$ cat src/rtl/fhct_pkg.sv
// Shared types, constants and result codes of the flow hit counter table.
`timescale 1ns / 1ps
package fhct_pkg;

	// Table geometry default
	localparam int TABLE_ENTRIES_DEF = 32;

	// Configuration register defaults and map
	localparam logic [7:0] DEFAULT_PROTOCOL = 8'd6;
	localparam int         APB_ADDR_W       = 3;
	localparam int         APB_DATA_W       = 32;
	localparam logic       REG_TRACKED_PROTO = 1'b0;

	// Payload widths
	localparam int ADDR_W   = 32;
	localparam int PORT_W   = 16;
	localparam int PROTO_W  = 8;
	localparam int COUNT_W  = 64;
	localparam int STATUS_W = 2;
	localparam int INDEX_W  = 5;

	// Result status codes
	localparam logic [STATUS_W-1:0] ST_UNTRACKED = 2'd0;
	localparam logic [STATUS_W-1:0] ST_HIT       = 2'd1;
	localparam logic [STATUS_W-1:0] ST_INSERTED  = 2'd2;
	localparam logic [STATUS_W-1:0] ST_FULL      = 2'd3;

	// Five-field flow key
	typedef struct packed {
		logic [ADDR_W-1:0]  src_addr;
		logic [ADDR_W-1:0]  dst_addr;
		logic [PORT_W-1:0]  sport;
		logic [PORT_W-1:0]  dport;
		logic [PROTO_W-1:0] ip_protocol;
	} flow_key_t;

	// One table entry as held in the entry memory
	typedef struct packed {
		flow_key_t          key;
		logic [COUNT_W-1:0] count;
	} flow_entry_t;

	localparam int ENTRY_W = $bits(flow_entry_t);

endpackage

$ cat src/rtl/fhct_cfg.sv
// APB-style register block holding the tracked protocol number.
`timescale 1ns / 1ps
module fhct_cfg (
	input  logic                            clk,
	input  logic                            arst_n,
	input  logic                            psel,
	input  logic                            penable,
	input  logic                            pwrite,
	input  logic [fhct_pkg::APB_ADDR_W-1:0] paddr,
	input  logic [fhct_pkg::APB_DATA_W-1:0] pwdata,
	output logic [fhct_pkg::APB_DATA_W-1:0] prdata,
	output logic                            pready,
	output logic [fhct_pkg::PROTO_W-1:0]    tracked_protocol
);
	import fhct_pkg::*;

	logic [PROTO_W-1:0] tracked_q;
	logic               sel_tracked;
	logic               wr_en;

	// Word index is paddr[2]; byte offset bits are ignored
	assign sel_tracked = (paddr[2] == REG_TRACKED_PROTO);
	assign wr_en       = psel && penable && pwrite && pready;
	assign pready      = 1'b1;

	always_ff @(posedge clk or negedge arst_n) begin
		if (!arst_n) begin
			tracked_q <= DEFAULT_PROTOCOL;
		end else if (wr_en && sel_tracked) begin
			tracked_q <= pwdata[PROTO_W-1:0];
		end
	end

	// Read back
	always_comb begin
		prdata = '0;
		if (sel_tracked) begin
			prdata = {{(APB_DATA_W-PROTO_W){1'b0}}, tracked_q};
		end
	end

	assign tracked_protocol = tracked_q;

endmodule

$ cat config.mk
export PLATFORM = sky130hd
export DESIGN_NAME = fhct_cfg
export DESIGN_NICKNAME = d
export VERILOG_FILES = /design/src/rtl/fhct_pkg.sv /design/src/rtl/fhct_cfg.sv
export SDC_FILE = /design/constraint.sdc
export NUM_CORES = 1
export LEC_CHECK = 0
export ABC_AREA = 1
export BUFFER_PORTS_ARGS = -buffer_cell sky130_fd_sc_hd__buf_2
export CAP_MARGIN = 20
export CORE_MARGIN = 2
export CORE_UTILIZATION = 32
export CTS_BUF_LIST = sky130_fd_sc_hd__clkbuf_4
export DETAILED_ROUTE_END_ITERATION = 8
export HOLD_SLACK_MARGIN = 0.1
export PLACE_DENSITY = 0.84
export SLEW_MARGIN = 0
export SYNTH_ARGS = -nofsm -noshare
export SYNTH_HDL_FRONTEND = slang
export SYNTH_SLANG_ARGS = --single-unit
$ cat constraint.sdc
create_clock -name clk -period 0.8 [get_ports clk]
set_input_delay 0.04 -clock clk [delete_from_list [all_inputs] [get_ports clk]]
set_output_delay 0.04 -clock clk [all_outputs]
set_load 0.03 [all_outputs]
### Yosys cells after proc, flatten, opt, wreduce, memory -nomap -nowiden

Index checks and enable logic that the tools add are counted.

* flip-flop bits (word level): 8
* bits of input ports: 40
* logic and storage cells: 6

* muxes and demuxes: 1
* bitwise gates (word level): 1
* reductions and logical operators: 3

Operators by type and width (number)
* $mux 8: 1
* $logic_and 1x1->1: 3
* $not 1->1: 1

### Depth between registers and ports, before layout

* depth in word-level cells: 3
* gate-level depth with buffers: 5
* gate-level depth less buffers: 5

### Least setup slack after synthesis

No wires, ideal clock.

* path kind: register -> output
* from: register tracked_q[1] (netlist: tracked_protocol[1])
* to: output port prdata[1] in the netlist's numbering
* arrival: 1072 ps
* data required time: 760 ps
* path slack: -312 ps
* stages on the path, launching flop included: 3
* buffers on the path: 0
* cells stage by stage: dfstp_2 -> inv_1 -> nor2_1

* cells in the longest elaborated chain, start to end: 1

Ends and longest elaborated chain
* start: declaration: RTL line fhct_cfg.sv:17 `logic [PROTO_W-1:0] tracked_q;`
* start signal: assignment: RTL line fhct_cfg.sv:30 `tracked_q <= pwdata[PROTO_W-1:0];`
* $mux 8: RTL line fhct_cfg.sv:37 `if (sel_tracked) begin`
* end: declaration: RTL line fhct_cfg.sv:11 `output logic [fhct_pkg::APB_DATA_W-1:0] prdata,`

Every way passes these cells.

### Worst setup path after layout

* from: register tracked_q[2] (netlist: tracked_protocol[2])
* to: output port prdata[2] in the netlist's numbering

The elaborated chain is that of the path after synthesis.

==> flow_summary.ini <==
[cells_and_area]
area_delta_synth_final_pct = 60.5
diodes = 0
layout-drive-gt1-share_pct = 51.2
final_area_um2 = 982
fin_nets = 164
fillers = 151
layoutNonFillerInstCount = 148
largest_reg_flops = 8

[synth]
synth_top_area_share_pct = 30.7
ys_seq_elements = 8
seq_area_frac_synth_pct = 33.1
postSynthCellCount = 81
synth_ff_type = dfrtp_1
yosysMostFrequentCell = buf_4
yosysTopAreaCell = buf_4
synth-edff-count = 0
syn_area_um2 = 612
avgSynthCellArea_um2 = 7.55
async_flop_share_pct = 100
synth_commonest_cells = buf_4 (25), nand2_1 (17), inv_1 (9)
ys_types = 12
synth.area.top_cells = buf_4 (31%), dfrtp_1 (25%), nand2_1 (10%)
synth_warnings = 0

[clock_network]
clock_latency_ns = 0.24
clockBufferDepth = 2
cts_inserted_buffers = 3
cts_max_level = 1
root_buffer = clkbuf_4
path_clk_slew_ns = 0.06
cts_tree = done
cts.sinks = 8

[placement]
place_inst = 134
port_buffers = 29
post-dp-hpwl_um = 990
place_congestion = 0.712
postPlaceCellArea_um2 = 758
dp_slack_ns = -0.0944

[sta]
skew_ns = 0
min_period_ns = 1.09
layout_setup_ws_ns = -0.289
hold_viol = 0
fin_crit_sh_pct = 136
slew_violations = 0
setup_viol = 17
fmax_mhz = 919
grt_setup_unrepaired = true

[power_and_ir_drop]
clkPwrFrac_pct = 18.2
intPower_mw = 1.10
switching_power_mw = 0.860
powerDensity_mw_per_mm2 = 2000
peakVddDrop_uv = 686
p_comb_share_pct = 52.0
p_leak_nw = 0.534
swShare_pct = 43.8
p_seq_share_pct = 29.9

[grt]
grt_remaining_overflow = 0
busiest_layer = met2
grt_max_degree = 10
track_usage_pct = 13.3
antenna_found_initial = 0
grt.met3_usage_pct = 3.40
grt_util_met1_pct = 12.8
grt_first_pass_wirelength_um = 2100
use_met2_pct = 27.2
first_global_vias = 532

[drt]
viasPerCell = 3.95
first_iter_violations = 9
vias = 585
avgRoutedWirePerCell_um = 9.91
antenna_left = 0
drc = 0
dr.pass1.iters = 4
drt-total-wl_um = 1470

[floorplanning]
dieWidth_um = 47.7
rows = 15
initial_core_util_pct = 34.7
die_y_um = 47.7
ios = 81
dieArea_mm2 = 0.00228
fp.coreArea_mm2 = 0.00176

[min_path]
min_path_type = input port to async pin

[worst_setup_path]
cp-start-kind = flip-flop
critPathArrivalTime_ns = 1.05
critPathRequiredTime_ns = 0.76
worst-path-max-fanout = 3
path_class = flip-flop to output port
end_kind = output port

[outcome]
violations = negative setup slack
status = finished with violations

[flow_run]
cap_violations = 0
## per-stage QoR
stage	TNS (ns)	hold slack (ns)	utilization, %	power [mW]
finish	-2.20	0.167	55.7	1.96
global route	-2.70	0.177	55.7	2.07
CTS	-2.32	0.151	55.7	1.97
detailed placement	-0.179	-0.109	43.0	1.38
global placement	-0.136	-0.114	43.0	1.36
floorplan	-0.242	-0.256	-	1.28
## worst max-delay path: stages (launching register included)
cell and delay, ns:
dfstp_2 0.55, inv_2 0.05, nor2_4 0.08, buf_6 0.13
## power by group through the flow
stage	Clock [mW]	Sequential, mW	Combinational, mW
after floorplan	0	0.726	0.557
after global placement	0	0.564	0.795
after detailed placement	0	0.569	0.807
after CTS	0.375	0.585	1.01
after global routing	0.386	0.597	1.09
final	0.357	0.586	1.02
## routing by layer
| metal | vias to the layer above | wire length (µm) | share of wire (%) |
|---|---|---|---|
| met2 | 35 | 846 | 58 |
| met5 | - | 0 | 0 |
| met4 | 0 | 6 | 0.41 |
| met1 | 272 | 501 | 34 |
| li1 | 276 | - | - |
| met3 | 2 | 111 | 7.6 |
## area by class of cell
class	instances	area, µm²	share of cell area (%)
timing repair buffer	41	354	36.1
multi-input combinational	60	319	32.5
sequential	8	210	21.4
inverter	10	37.5	3.82
tap	25	31.3	3.18
clock buffer	4	30.0	3.06
## worst paths after layout
check | cells after the start | to | start | slack [ns]
min in group clk | 4 | tracked_protocol[2]$_DFFE_PN1P_ | paddr[2] | 0.17
min reg2reg | 2 | tracked_protocol[2]$_DFFE_PN1P_ | tracked_protocol[2]$_DFFE_PN1P_ | 0.50
max reg2reg | 3 | tracked_protocol[1]$_DFFE_PN1P_ | tracked_protocol[1]$_DFFE_PN1P_ | -0.03
min | 2 | tracked_protocol[5]$_DFFE_PN0P_ | arst_n | 0.17
max in group asynchronous | 2 | tracked_protocol[2]$_DFFE_PN1P_ | arst_n | 0.39
max | 3 | prdata[2] | tracked_protocol[2]$_DFFE_PN1P_ | -0.29
## what timing repair did
item | CTS | global route
setup endpoints to repair | 16 | 17
pin swaps | 3 | 1
endpoints found under the hold margin | 16 | 0
resized for setup | 37 | 0
setup buffers | 1 | 0
hold buffers | 9 | 0
## cells in the final DEF, fill, tap and decap left out
master	synthesis	layout
buf_2	0	13
buf_4	25	4
buf_6	1	15
clkbuf_4	0	4
conb_1	2	25
dfrtp_2	0	6
dfstp_2	2	2
dlygate4sd3_1	0	9
inv_1	9	1
inv_2	1	9
nand2_1	17	17
nand2_4	1	1
nand3_1	8	8
nor2_4	0	8
nor2_8	1	1
## logic make-up (layout without fill, tap and decap cells)
family	Yosys count	in the layout	share of synthesized area, %
buffers and inverters	36	55	38.6
AND/OR/NAND/NOR	35	35	27.0
flip-flops	8	8	33.1
other	2	25	1.23
No activity file was read; power rests on OpenSTA's default activity.
