**config.mk**
```make
export PLATFORM = sky130hd
export DESIGN_NAME = fhct_ram
export DESIGN_NICKNAME = d
export VERILOG_FILES = /design/src/rtl/fhct_ram.sv
export SDC_FILE = /design/constraint.sdc
export NUM_CORES = 1
export LEC_CHECK = 0
export ABC_AREA = 1
export BUFFER_PORTS_ARGS = -buffer_cell sky130_fd_sc_hd__buf_2
export CAP_MARGIN = 20
export CORE_ASPECT_RATIO = 0.7
export CORE_UTILIZATION = 30
export DETAILED_ROUTE_END_ITERATION = 6
export GPL_TIMING_DRIVEN = 0
export PLACE_DENSITY_LB_ADDON = 0.05
export SETUP_SLACK_MARGIN = 0.2
export SKIP_CTS_REPAIR_TIMING = 1
export SLEW_MARGIN = 40
export SYNTH_ARGS = -nofsm -noshare
export SYNTH_HDL_FRONTEND = slang
export SYNTH_SLANG_ARGS = --single-unit
```
**constraint.sdc**
```tcl
create_clock -name clk -period 1.9 [get_ports clk]
set_clock_uncertainty 0.1 [all_clocks]
set_input_delay 0.19 -clock clk [delete_from_list [all_inputs] [get_ports clk]]
set_output_delay 0.19 -clock clk [all_outputs]
set_load 0.05 [all_outputs]
```
**src/rtl/fhct_ram.sv**
```systemverilog
// Generic single-write, single-read RAM with registered read data.
`timescale 1ns / 1ps
module fhct_ram #(
	parameter int WIDTH = 8,
	parameter int DEPTH = 32,
	localparam int AW = (DEPTH > 1) ? $clog2(DEPTH) : 1
) (
	input  logic             clk,
	input  logic             we,
	input  logic [AW-1:0]    waddr,
	input  logic [WIDTH-1:0] wdata,
	input  logic             re,
	input  logic [AW-1:0]    raddr,
	output logic [WIDTH-1:0] rdata
);

	logic [WIDTH-1:0] mem [DEPTH];

	// Write port
	always_ff @(posedge clk) begin
		if (we) begin
			mem[waddr] <= wdata;
		end
	end

	// Registered read port
	always_ff @(posedge clk) begin
		if (re) begin
			rdata <= mem[raddr];
		end
	end

endmodule

```
Word-level counts from Yosys, hierarchy flattened
Memory sizes are Yosys's and may differ from the RTL's. A register that Yosys moved wholly into a read port is not among the register bits.
Index checks and enable logic that the tools add are counted.
{"block": "op_classes", "mux": 2}
{"operator": "1-bit two-way mux", "n": 2}
{"block": "totals", "ff_bits": 0, "mem_bits_rw": 256, "in_bits": 21, "output_inout_bits": 8, "word_cells": 3, "memories": 1}
{"name": "mem", "words": 32, "width": 8, "rd": 1, "rd_clocked_by_memory_dff": 1, "write_ports": 1, "line_no": "17", "source": "logic [WIDTH-1:0] mem [DEPTH];"}

Logic depth before layout (Yosys ltp)
Gate-level depths: netlist (run 1).
{"block": "depth", "ltp_word": 2, "mapped_depth": 11, "depth_no_buf": 9}

Worst setup path after synthesis (run 1)
OpenSTA, ideal clock, no wires.
{"block": "synth_path", "path_type": "input port to flip-flop", "startpoint": "input waddr[0]", "endpoint": "memory mem[0][0], enable pin", "arrival_ns": 0.854, "t_required_ns": 1.430, "path_slack_ns": 0.576, "stages": 3, "n_path_buf": 0, "cell_sequence": "inv_1 nand3_1 nor2_1"}
{"element": "start: declaration", "line_no": "10", "source": "input logic [AW-1:0] waddr,"}
{"element": "end: declaration", "line_no": "17"}
No word-level cell before the write port.

==> key figures, run 1 <==
STA
  • Final Setup Violations: 0
  • Slew Viols, Final: 0
  • Worst slew margin: 41.19%
  • Worst-Margin Slew: 0.8821 ns
  • Final setup margin: 0.2197 ns
  • Endpoints failing hold: 0
  • Fmax: 595.1 MHz
  • RSZ-0062 raised after global routing: false
  • Min Hold Slack: 0.03151 ns
  • Fin crit share: 88.44%
  • Crit path time final: ~1.7 ns

Layout
  • Layout Cells excl Fill: between 1k and 1.5k
  • Layout area overhead: 15.43%
  • Share of cells above drive strength 1: between 10 and 15%
  • Antenna Cells: 0
  • # nets final: 999

Yosys
  • Post-synthesis mux area share: 0%
  • Async SR Flop Fraction: 0%
  • Simple-gate share of the synthesized area: 22.94%
  • Post-synthesis average cell area: 11.79 um^2
  • Synth area leaders: edfxtp_1 73%, nand2_1 12%, nand3_1 9.4%, buf_6 2.5%, nor2_1 1.1%
  • Post-Synth XOR/XNOR Area: 0%
  • Area share of fa/ha/maj cells after synthesis: 0%
  • Combinational family with the most area after synthesis: simple AND/OR/NAND/NOR gates
  • Syn nets: 943
  • Ys flop type: edfxtp_1
  • Cells after synthesis: 922
  • Synth top area share: roughly 73%
  • Post-synth top cells: 360 x nand2_1, 264 x edfxtp_1, 204 x nand3_1
  • Synth Area in Compound Gates: 0%
  • Number of synthesized flops with an enable pin: 264
  • Yosys warnings: 0
  • Sequential element share of the synthesized area: ~73%
  • Unique cell type count in the Yosys netlist: 11
  • Most frequent cell after synthesis: nand2_1
  • Area leader, netlist: edfxtp_1
  • Flops & latches, synth: between 200 and 300
  • Synthesized area: roughly 0.011 mm^2

Global routing
  • GRT Total Usage: 18.96%
  • First-pass GRT wire length: about 50000 um
  • Global route overflow: 0
  • Vias in the first global route: 6814
  • Initial antenna violation count: 0
  • Largest net degree at the start of global routing: 33

Detailed routing
  • Detail Route Antenna Nets: 0
  • Drt via density: 4.797
  • Routed WL: 34300 um
  • DRT iter0 DRCs: 662
  • Via count: 7057
  • Drt first pass iters: 5
  • WL/cell: 23.32 um
  • Post-route DRC: 0

CTS
  • Worst-case clock buffer depth: 3
  • CTS Buf Count: 28
  • Worst-path clk slew: ~0.07 ns
  • Clock net sink count: around 260
  • Root Buffer: clkbuf_16
  • Worst-skew pair later-pin latency: roughly 0.57 ns
  • H-tree Lvls: 1
  • TritonCTS clock tree: built

Floorplan
  • Total I/O pin count: 29
  • Core area: 0.03516 mm^2
  • Core Rows: between 50 and 60
  • Vert. Die Dim: 161.2 um
  • Die X: 229.5 um
  • Initial Utilization: 30.91%
  • Die Footprint: 0.03700 mm^2

Placed design
  • Port bufs: 25
  • Pre-CTS setup slack: -0.3910 ns
  • Dpl cells: ~1.4k
  • Placer Congestion: slightly below 0.8
  • DP HPWL: 22760 um

Critical path
  • Crit path buf inv count: 2
  • Cell mode on critical path: nand2_1
  • CP Data Arrival Time: 1.99 ns
  • Crit path capture type: register
  • Worst path slowest cell: buf_1
  • WP data required: 2.20 ns
  • CP top delay family: buffers and inverters
  • Crit path max fanout: 10
  • Crit-path cells: clkbuf_1 > buf_1 > nand3_1 > nand2_1 > nand2_1 > nand2_1 > nand2_1 > nand2_1
  • CP Class: primary input to register
  • Startpoint Class: primary input
  • Max incr delay on CP: 0.64 ns

Pwr
  • Leakage: ~4.6 nW
  • Final total power: 0.01286 W
  • Worst IR Drop VDD: between 0.5 and 0.6 mV
  • Pwr Density: 1025 mW/mm^2

Outcome
  • Status: finished clean

Min path
  • Worst min-delay path category: primary input to register

Run
  • Max Cap Viol: 0
==> worst paths after layout <==
kind | from | end | slack, ns | depth (start not counted)
worst max-delay path | raddr[2] | rdata[1] | 0.22 | 8
worst min-delay path | wdata[3] | mem[31][3] | 0.03 | 1
worst max register to register | mem[5][3] | rdata[3] | 0.35 | 8
worst min register to register | mem[8][4] | rdata[4] | 0.81 | 8
==> per-stage QoR <==
stage	setup TNS (ns)	util, %	area [um^2]
floorplan	0	-	10870
global placement	-46.89	32.94	11580
detailed placement	-35.57	33.08	11630
CTS	0	35.55	12500
global route	0	35.67	12540
finish	0	35.67	12540
==> logic make-up after synthesis <==
group	after synthesis
DFF	264
buffers and inverters	62
and+or+nand+nor	596
==> layer usage <==
metal  global-route usage [%]  routed length, um
met4                    3.909                661
met1                    29.48              17780
met5                        0                  0
met2                    27.52              14330
met3                    3.090               1521
==> layout make-up <==
class | instances | area (um^2)
fillers | 3481 | 22620
flip-flops and latches | 264 | 7928
multi-input cells | 596 | 2560
clock buffers | 36 | 752.0
well taps | 472 | 590.6
plain buffers | 52 | 412.9
repair buffers | 26 | 145.1
clock inverters | 15 | 117.6
inverters | 10 | 37.54
==> cells in the final DEF, fill, tap and decap left out, drive strengths merged <==
cell type	instances
nand3	204
nor2	32
inv	10
dlygate4sd3	1
edfxtp	264
nand2	360
bufinv	2
buf	69
clkbuf	44
clkinv	13
==> report_power, final <==
| part | switching (W) | total (W) | internal, W | leakage (nW) |
|---|---|---|---|---|
| clock network | 0.00232 | 0.00537 | 0.00304 | 0.431 |
| logic | 0.000734 | 0.000975 | 0.000241 | 1.74 |
| registers | 0.0000173 | 0.00651 | 0.00650 | 2.39 |
| total | 0.00307 | 0.0129 | 0.00978 | 4.56 |
==> state kept, by name, indices dropped and copies added, names as in the netlist <==
| name | cells |
|---|---|
| rdata | 8 |
| mem | 256 |
(Power assumes the default switching activity.)
==> run 2: changes to the inputs <==
- ABC_AREA: 1 -> 0
- RECOVER_POWER: unset -> 100
==> run 2 against run 1 <==
  * The flow now finishes with violations (capacitance limit, slew limit, setup timing)
  * Sequential share of layout area up 3.7 points
  * Cell count shrank 38%
  * Non-clock buffer count decreased by 34
  * Final area decreased by 5.5%
  * Worst hold slack better by 0.14 ns
  * Via count decreased by 36%
  * Fmax fell by 20%
  * Critical path depth fell by 5
  * Synthesized cell count down 55%
  * Critical path type is now register to register
==> key figures, run 2 <==
Outcome
  • Status: finished, violations left
  • Violated checks: capacitance limit, slew limit, setup timing

STA
  • Final setup margin: -0.1913 ns (-0.4110 ns)
  • Fin crit share: 110.1% (+22 points)
  • RSZ-0062 raised after global routing: true
  • Fmax: 478.2 MHz (-20%)
  • Min Hold Slack: 0.1693 ns (+0.1378 ns)
  • Slew Viols, Final: 198 (+198)
  • Final Setup Violations: 8 (+8)
  • Endpoints failing hold: 0 (unchanged)
  • Worst-Margin Slew: 1.736 ns (+0.8535 ns)
  • Worst slew margin: -15.71% (-57 points)
  • Crit path time final: 2.091 ns (+0.4110 ns)

Yosys
  • Flops & latches, synth: 264 (unchanged)
  • Simple-gate share of the synthesized area: 2.050% (-21 points)
  • Area share of fa/ha/maj cells after synthesis: 0% (unchanged)
  • Area leader, netlist: edfxtp_1
  • Number of synthesized flops with an enable pin: 264 (unchanged)
  • Post-synthesis mux area share: 18.67% (+19 points)
  • Yosys warnings: 0 (unchanged)
  • Combinational family with the most area after synthesis: multiplexers
  • Synthesized area: 0.01013 mm^2 (-6.7%)
  • Synth Area in Compound Gates: 0% (unchanged)
  • Synth area leaders: edfxtp_1 78%, mux4_2 18%, nor2_1 1.2%, mux2_2 0.89%, buf_4 0.44%
  • Most frequent cell after synthesis: edfxtp_1
  • Unique cell type count in the Yosys netlist: 14 (+3)
  • Ys flop type: edfxtp_1
  • Syn nets: 438 (-54%)
  • Post-Synth XOR/XNOR Area: 0% (unchanged)
  • Post-synth top cells: 264 x edfxtp_1, 80 x mux4_2, 33 x nor2_1
  • Async SR Flop Fraction: 0% (unchanged)
  • Post-synthesis average cell area: 24.30 um^2 (+110%)
  • Sequential element share of the synthesized area: 78.23% (+5.3 points)
  • Synth top area share: 78.23% (+5.3 points)
  • Cells after synthesis: 417 (-55%)

Global routing
  • First-pass GRT wire length: 35600 um (-28%)
  • GRT Total Usage: 15.04% (-3.9 points)
  • Global route overflow: 0 (unchanged)
  • Initial antenna violation count: 1 (+1)
  • Largest net degree at the start of global routing: 33 (unchanged)
  • Vias in the first global route: 4640 (-32%)

Layout
  • Final Core Density: 36.19% (+0.51 points)
  • Max reg flops: 256 (unchanged)
  • Layout Cells excl Fill: 918 (-38%)
  • Most frequent cells in the layout: 264 x edfxtp_1, 80 x mux4_2, 27 x clkbuf_16
  • Fill cells: 3015 (-13%)
  • Most flops, register: mem
  • Biggest regs: mem (256), rdata (8)
  • Layout area overhead: 16.98%
  • # nets final: 491 (-51%)
  • Antenna Cells: 0 (unchanged)
  • Commonest non-fill, non-tap cell in the layout: edfxtp_1
  • Share of cells above drive strength 1: 32.59% (+19 points)

Pwr
  • Sw Ratio: 21.09% (-2.8 points)
  • Internal Dissipation: 0.01007 W (+3.0%)
  • Leakage: 3.577 nW (-22%)
  • Final total power: 0.01277 W (-0.70%)
  • Seq pwr share: 51.1% (+0.4 points)
  • Worst IR Drop VDD: 0.5307 mV (-11%)
  • Combinational share of power: 5.8% (-1.8 points)
  • Psw: 0.002692 W (-12%)
  • Pwr Density: 1077 mW/mm^2 (+5.1%)
  • Clk pwr share: 43.1% (+1.4 points)

CTS
  • CTS Buf Count: 27 (-3.6%)
  • Worst-path clk slew: 0.07 ns (about the same)
  • H-tree Lvls: 1 (unchanged)
  • Worst-case clock buffer depth: 3 (unchanged)
  • Clock net sink count: 264 (unchanged)
  • Worst-skew pair later-pin latency: 0.54 ns (-0.03 ns)
  • TritonCTS clock tree: built
  • Root Buffer: clkbuf_16

Critical path
  • R2R depth: 3 (-5)
  • WP data required: 2.09 ns (-0.11 ns)
  • Crit-path cells: mux4_2 > mux4_2 > mux2_2
  • Cell mode on critical path: mux4_2
  • CP Data Arrival Time: 2.28 ns (+0.29 ns)
  • CP Class: register to register
  • RR Endpoint: rdata[1]
  • Max incr delay on CP: 0.55 ns (-0.09 ns)
  • Critical Path Sink: rdata[1]
  • Worst path slowest cell: mux4_2
  • Crit path capture type: register
  • Reg-to-Reg Start: mem[29][1]
  • Worst Setup SP: mem[29][1]
  • R2r setup slk: -0.19 ns (-0.54 ns)
  • Startpoint Class: register
  • Crit path max fanout: 1 (-9)

Floorplan
  • Vert. Die Dim: 155.8 um (-3.4%)
  • Core area: 0.03276 mm^2 (-6.8%)
  • Die Footprint: 0.03453 mm^2 (-6.7%)
  • Core Rows: 55 (-3.5%)
  • Die X: 221.7 um (-3.4%)
  • Total I/O pin count: 29 (unchanged)
  • Initial Utilization: 30.94% (about the same)

Detailed routing
  • Post-route DRC: 0 (unchanged)
  • Drt via density: 4.895 (+2.0%)
  • Via count: 4494 (-36%)
  • DRT iter0 DRCs: 381 (-42%)
  • Detail Route Antenna Nets: 0 (unchanged)
  • Drt first pass iters: 4 (-1)
  • Routed WL: 25220 um (-26%)
  • WL/cell: 27.48 um (+18%)

Placed design
  • Dpl cells: 867 (-39%)
  • Placer Congestion: 0.7223 (-8.3%)
  • DP HPWL: 16250 um (-29%)
  • Port bufs: 23 (-8.0%)

Min path
  • Worst min-delay path category: primary input to register

Run
  • Max Cap Viol: 6 (+6)
[run 2: cell count changes in the layout (fill, tap and decap cells not counted), sizes merged, moves of 9 or more]
cell	before	now
nand3	204	2
inv	10	1
buf	69	18
clkbuf	44	57
nand2	360	1
mux4	0	80
[run 2: metrics by stage]
step / area (um^2) / setup slack (ns) / setup TNS [ns]
5_1_grt: 11850 / -0.2034 / -1.510
2_1_floorplan: 10240 / -0.1264 / -1.011
6_report: 11850 / -0.1913 / -1.306
3_5_place_dp: 10940 / -0.7130 / -52.67
3_3_place_gp: 10890 / -0.7124 / -71.76
4_1_cts: 11850 / -0.2030 / -1.490
[run 2: layout make-up]
| class | instances | area [um^2] | area share, % |
|---|---|---|---|
| plain buffers | 20 | 212.7 | 1.794 |
| flip-flops and latches | 264 | 7928 | 66.88 |
| clock inverters | 18 | 216.5 | 1.826 |
| repair buffers | 24 | 102.6 | 0.8655 |
| clock buffers | 32 | 694.4 | 5.858 |
| well taps | 427 | 534.3 | 4.507 |
| multi-input cells | 133 | 2166 | 18.27 |
[run 2: power groups by stage]
stage	Sequential (W)	Combinational, W	Clock [W]
after floorplan	0.00670	0.000373	0
after global placement	0.00664	0.000748	0
after detailed placement	0.00665	0.000765	0
after CTS	0.00652	0.000767	0.00563
after global routing	0.00653	0.000793	0.00582
final	0.00653	0.000743	0.00550
[run 2: critical path: cells and delay by family (launching register included)]
family / cells / cell delay, ns
flip-flops: 1 / 0.37
multiplexers: 3 / 1.39
[run 2: cell families after synthesis]
| logic type | count (synthesis) |
|---|---|
| buffers and inverters | 20 |
| flip-flops | 264 |
| multiplexers | 88 |
| AND/OR/NAND/NOR | 45 |
[run 2: routing by layer]
| metal | vias to the layer above | wire (um) | track usage, % |
|---|---|---|---|
| met5 | - | 0 | 0 |
| met4 | 0 | 460 | 3.009 |
| met3 | 31 | 1366 | 2.241 |
| met2 | 94 | 10980 | 22.33 |
| met1 | 2474 | 12420 | 23.35 |
| li1 | 1895 | - | - |
[run 2: how the worst min path moves through the flow]
stage,startpoint,endpoint,slack [ns],cells after the start
6_report,raddr[3],rdata[0],0.17,2
5_1_grt,raddr[3],rdata[0],0.17,2
4_1_cts,re,rdata[5],-0.11,1
3_5_place_dp,re,rdata[5],0.46,1
3_3_place_gp,re,rdata[0],0.45,1
2_1_floorplan,wdata[0],mem[0][0],0.19,0
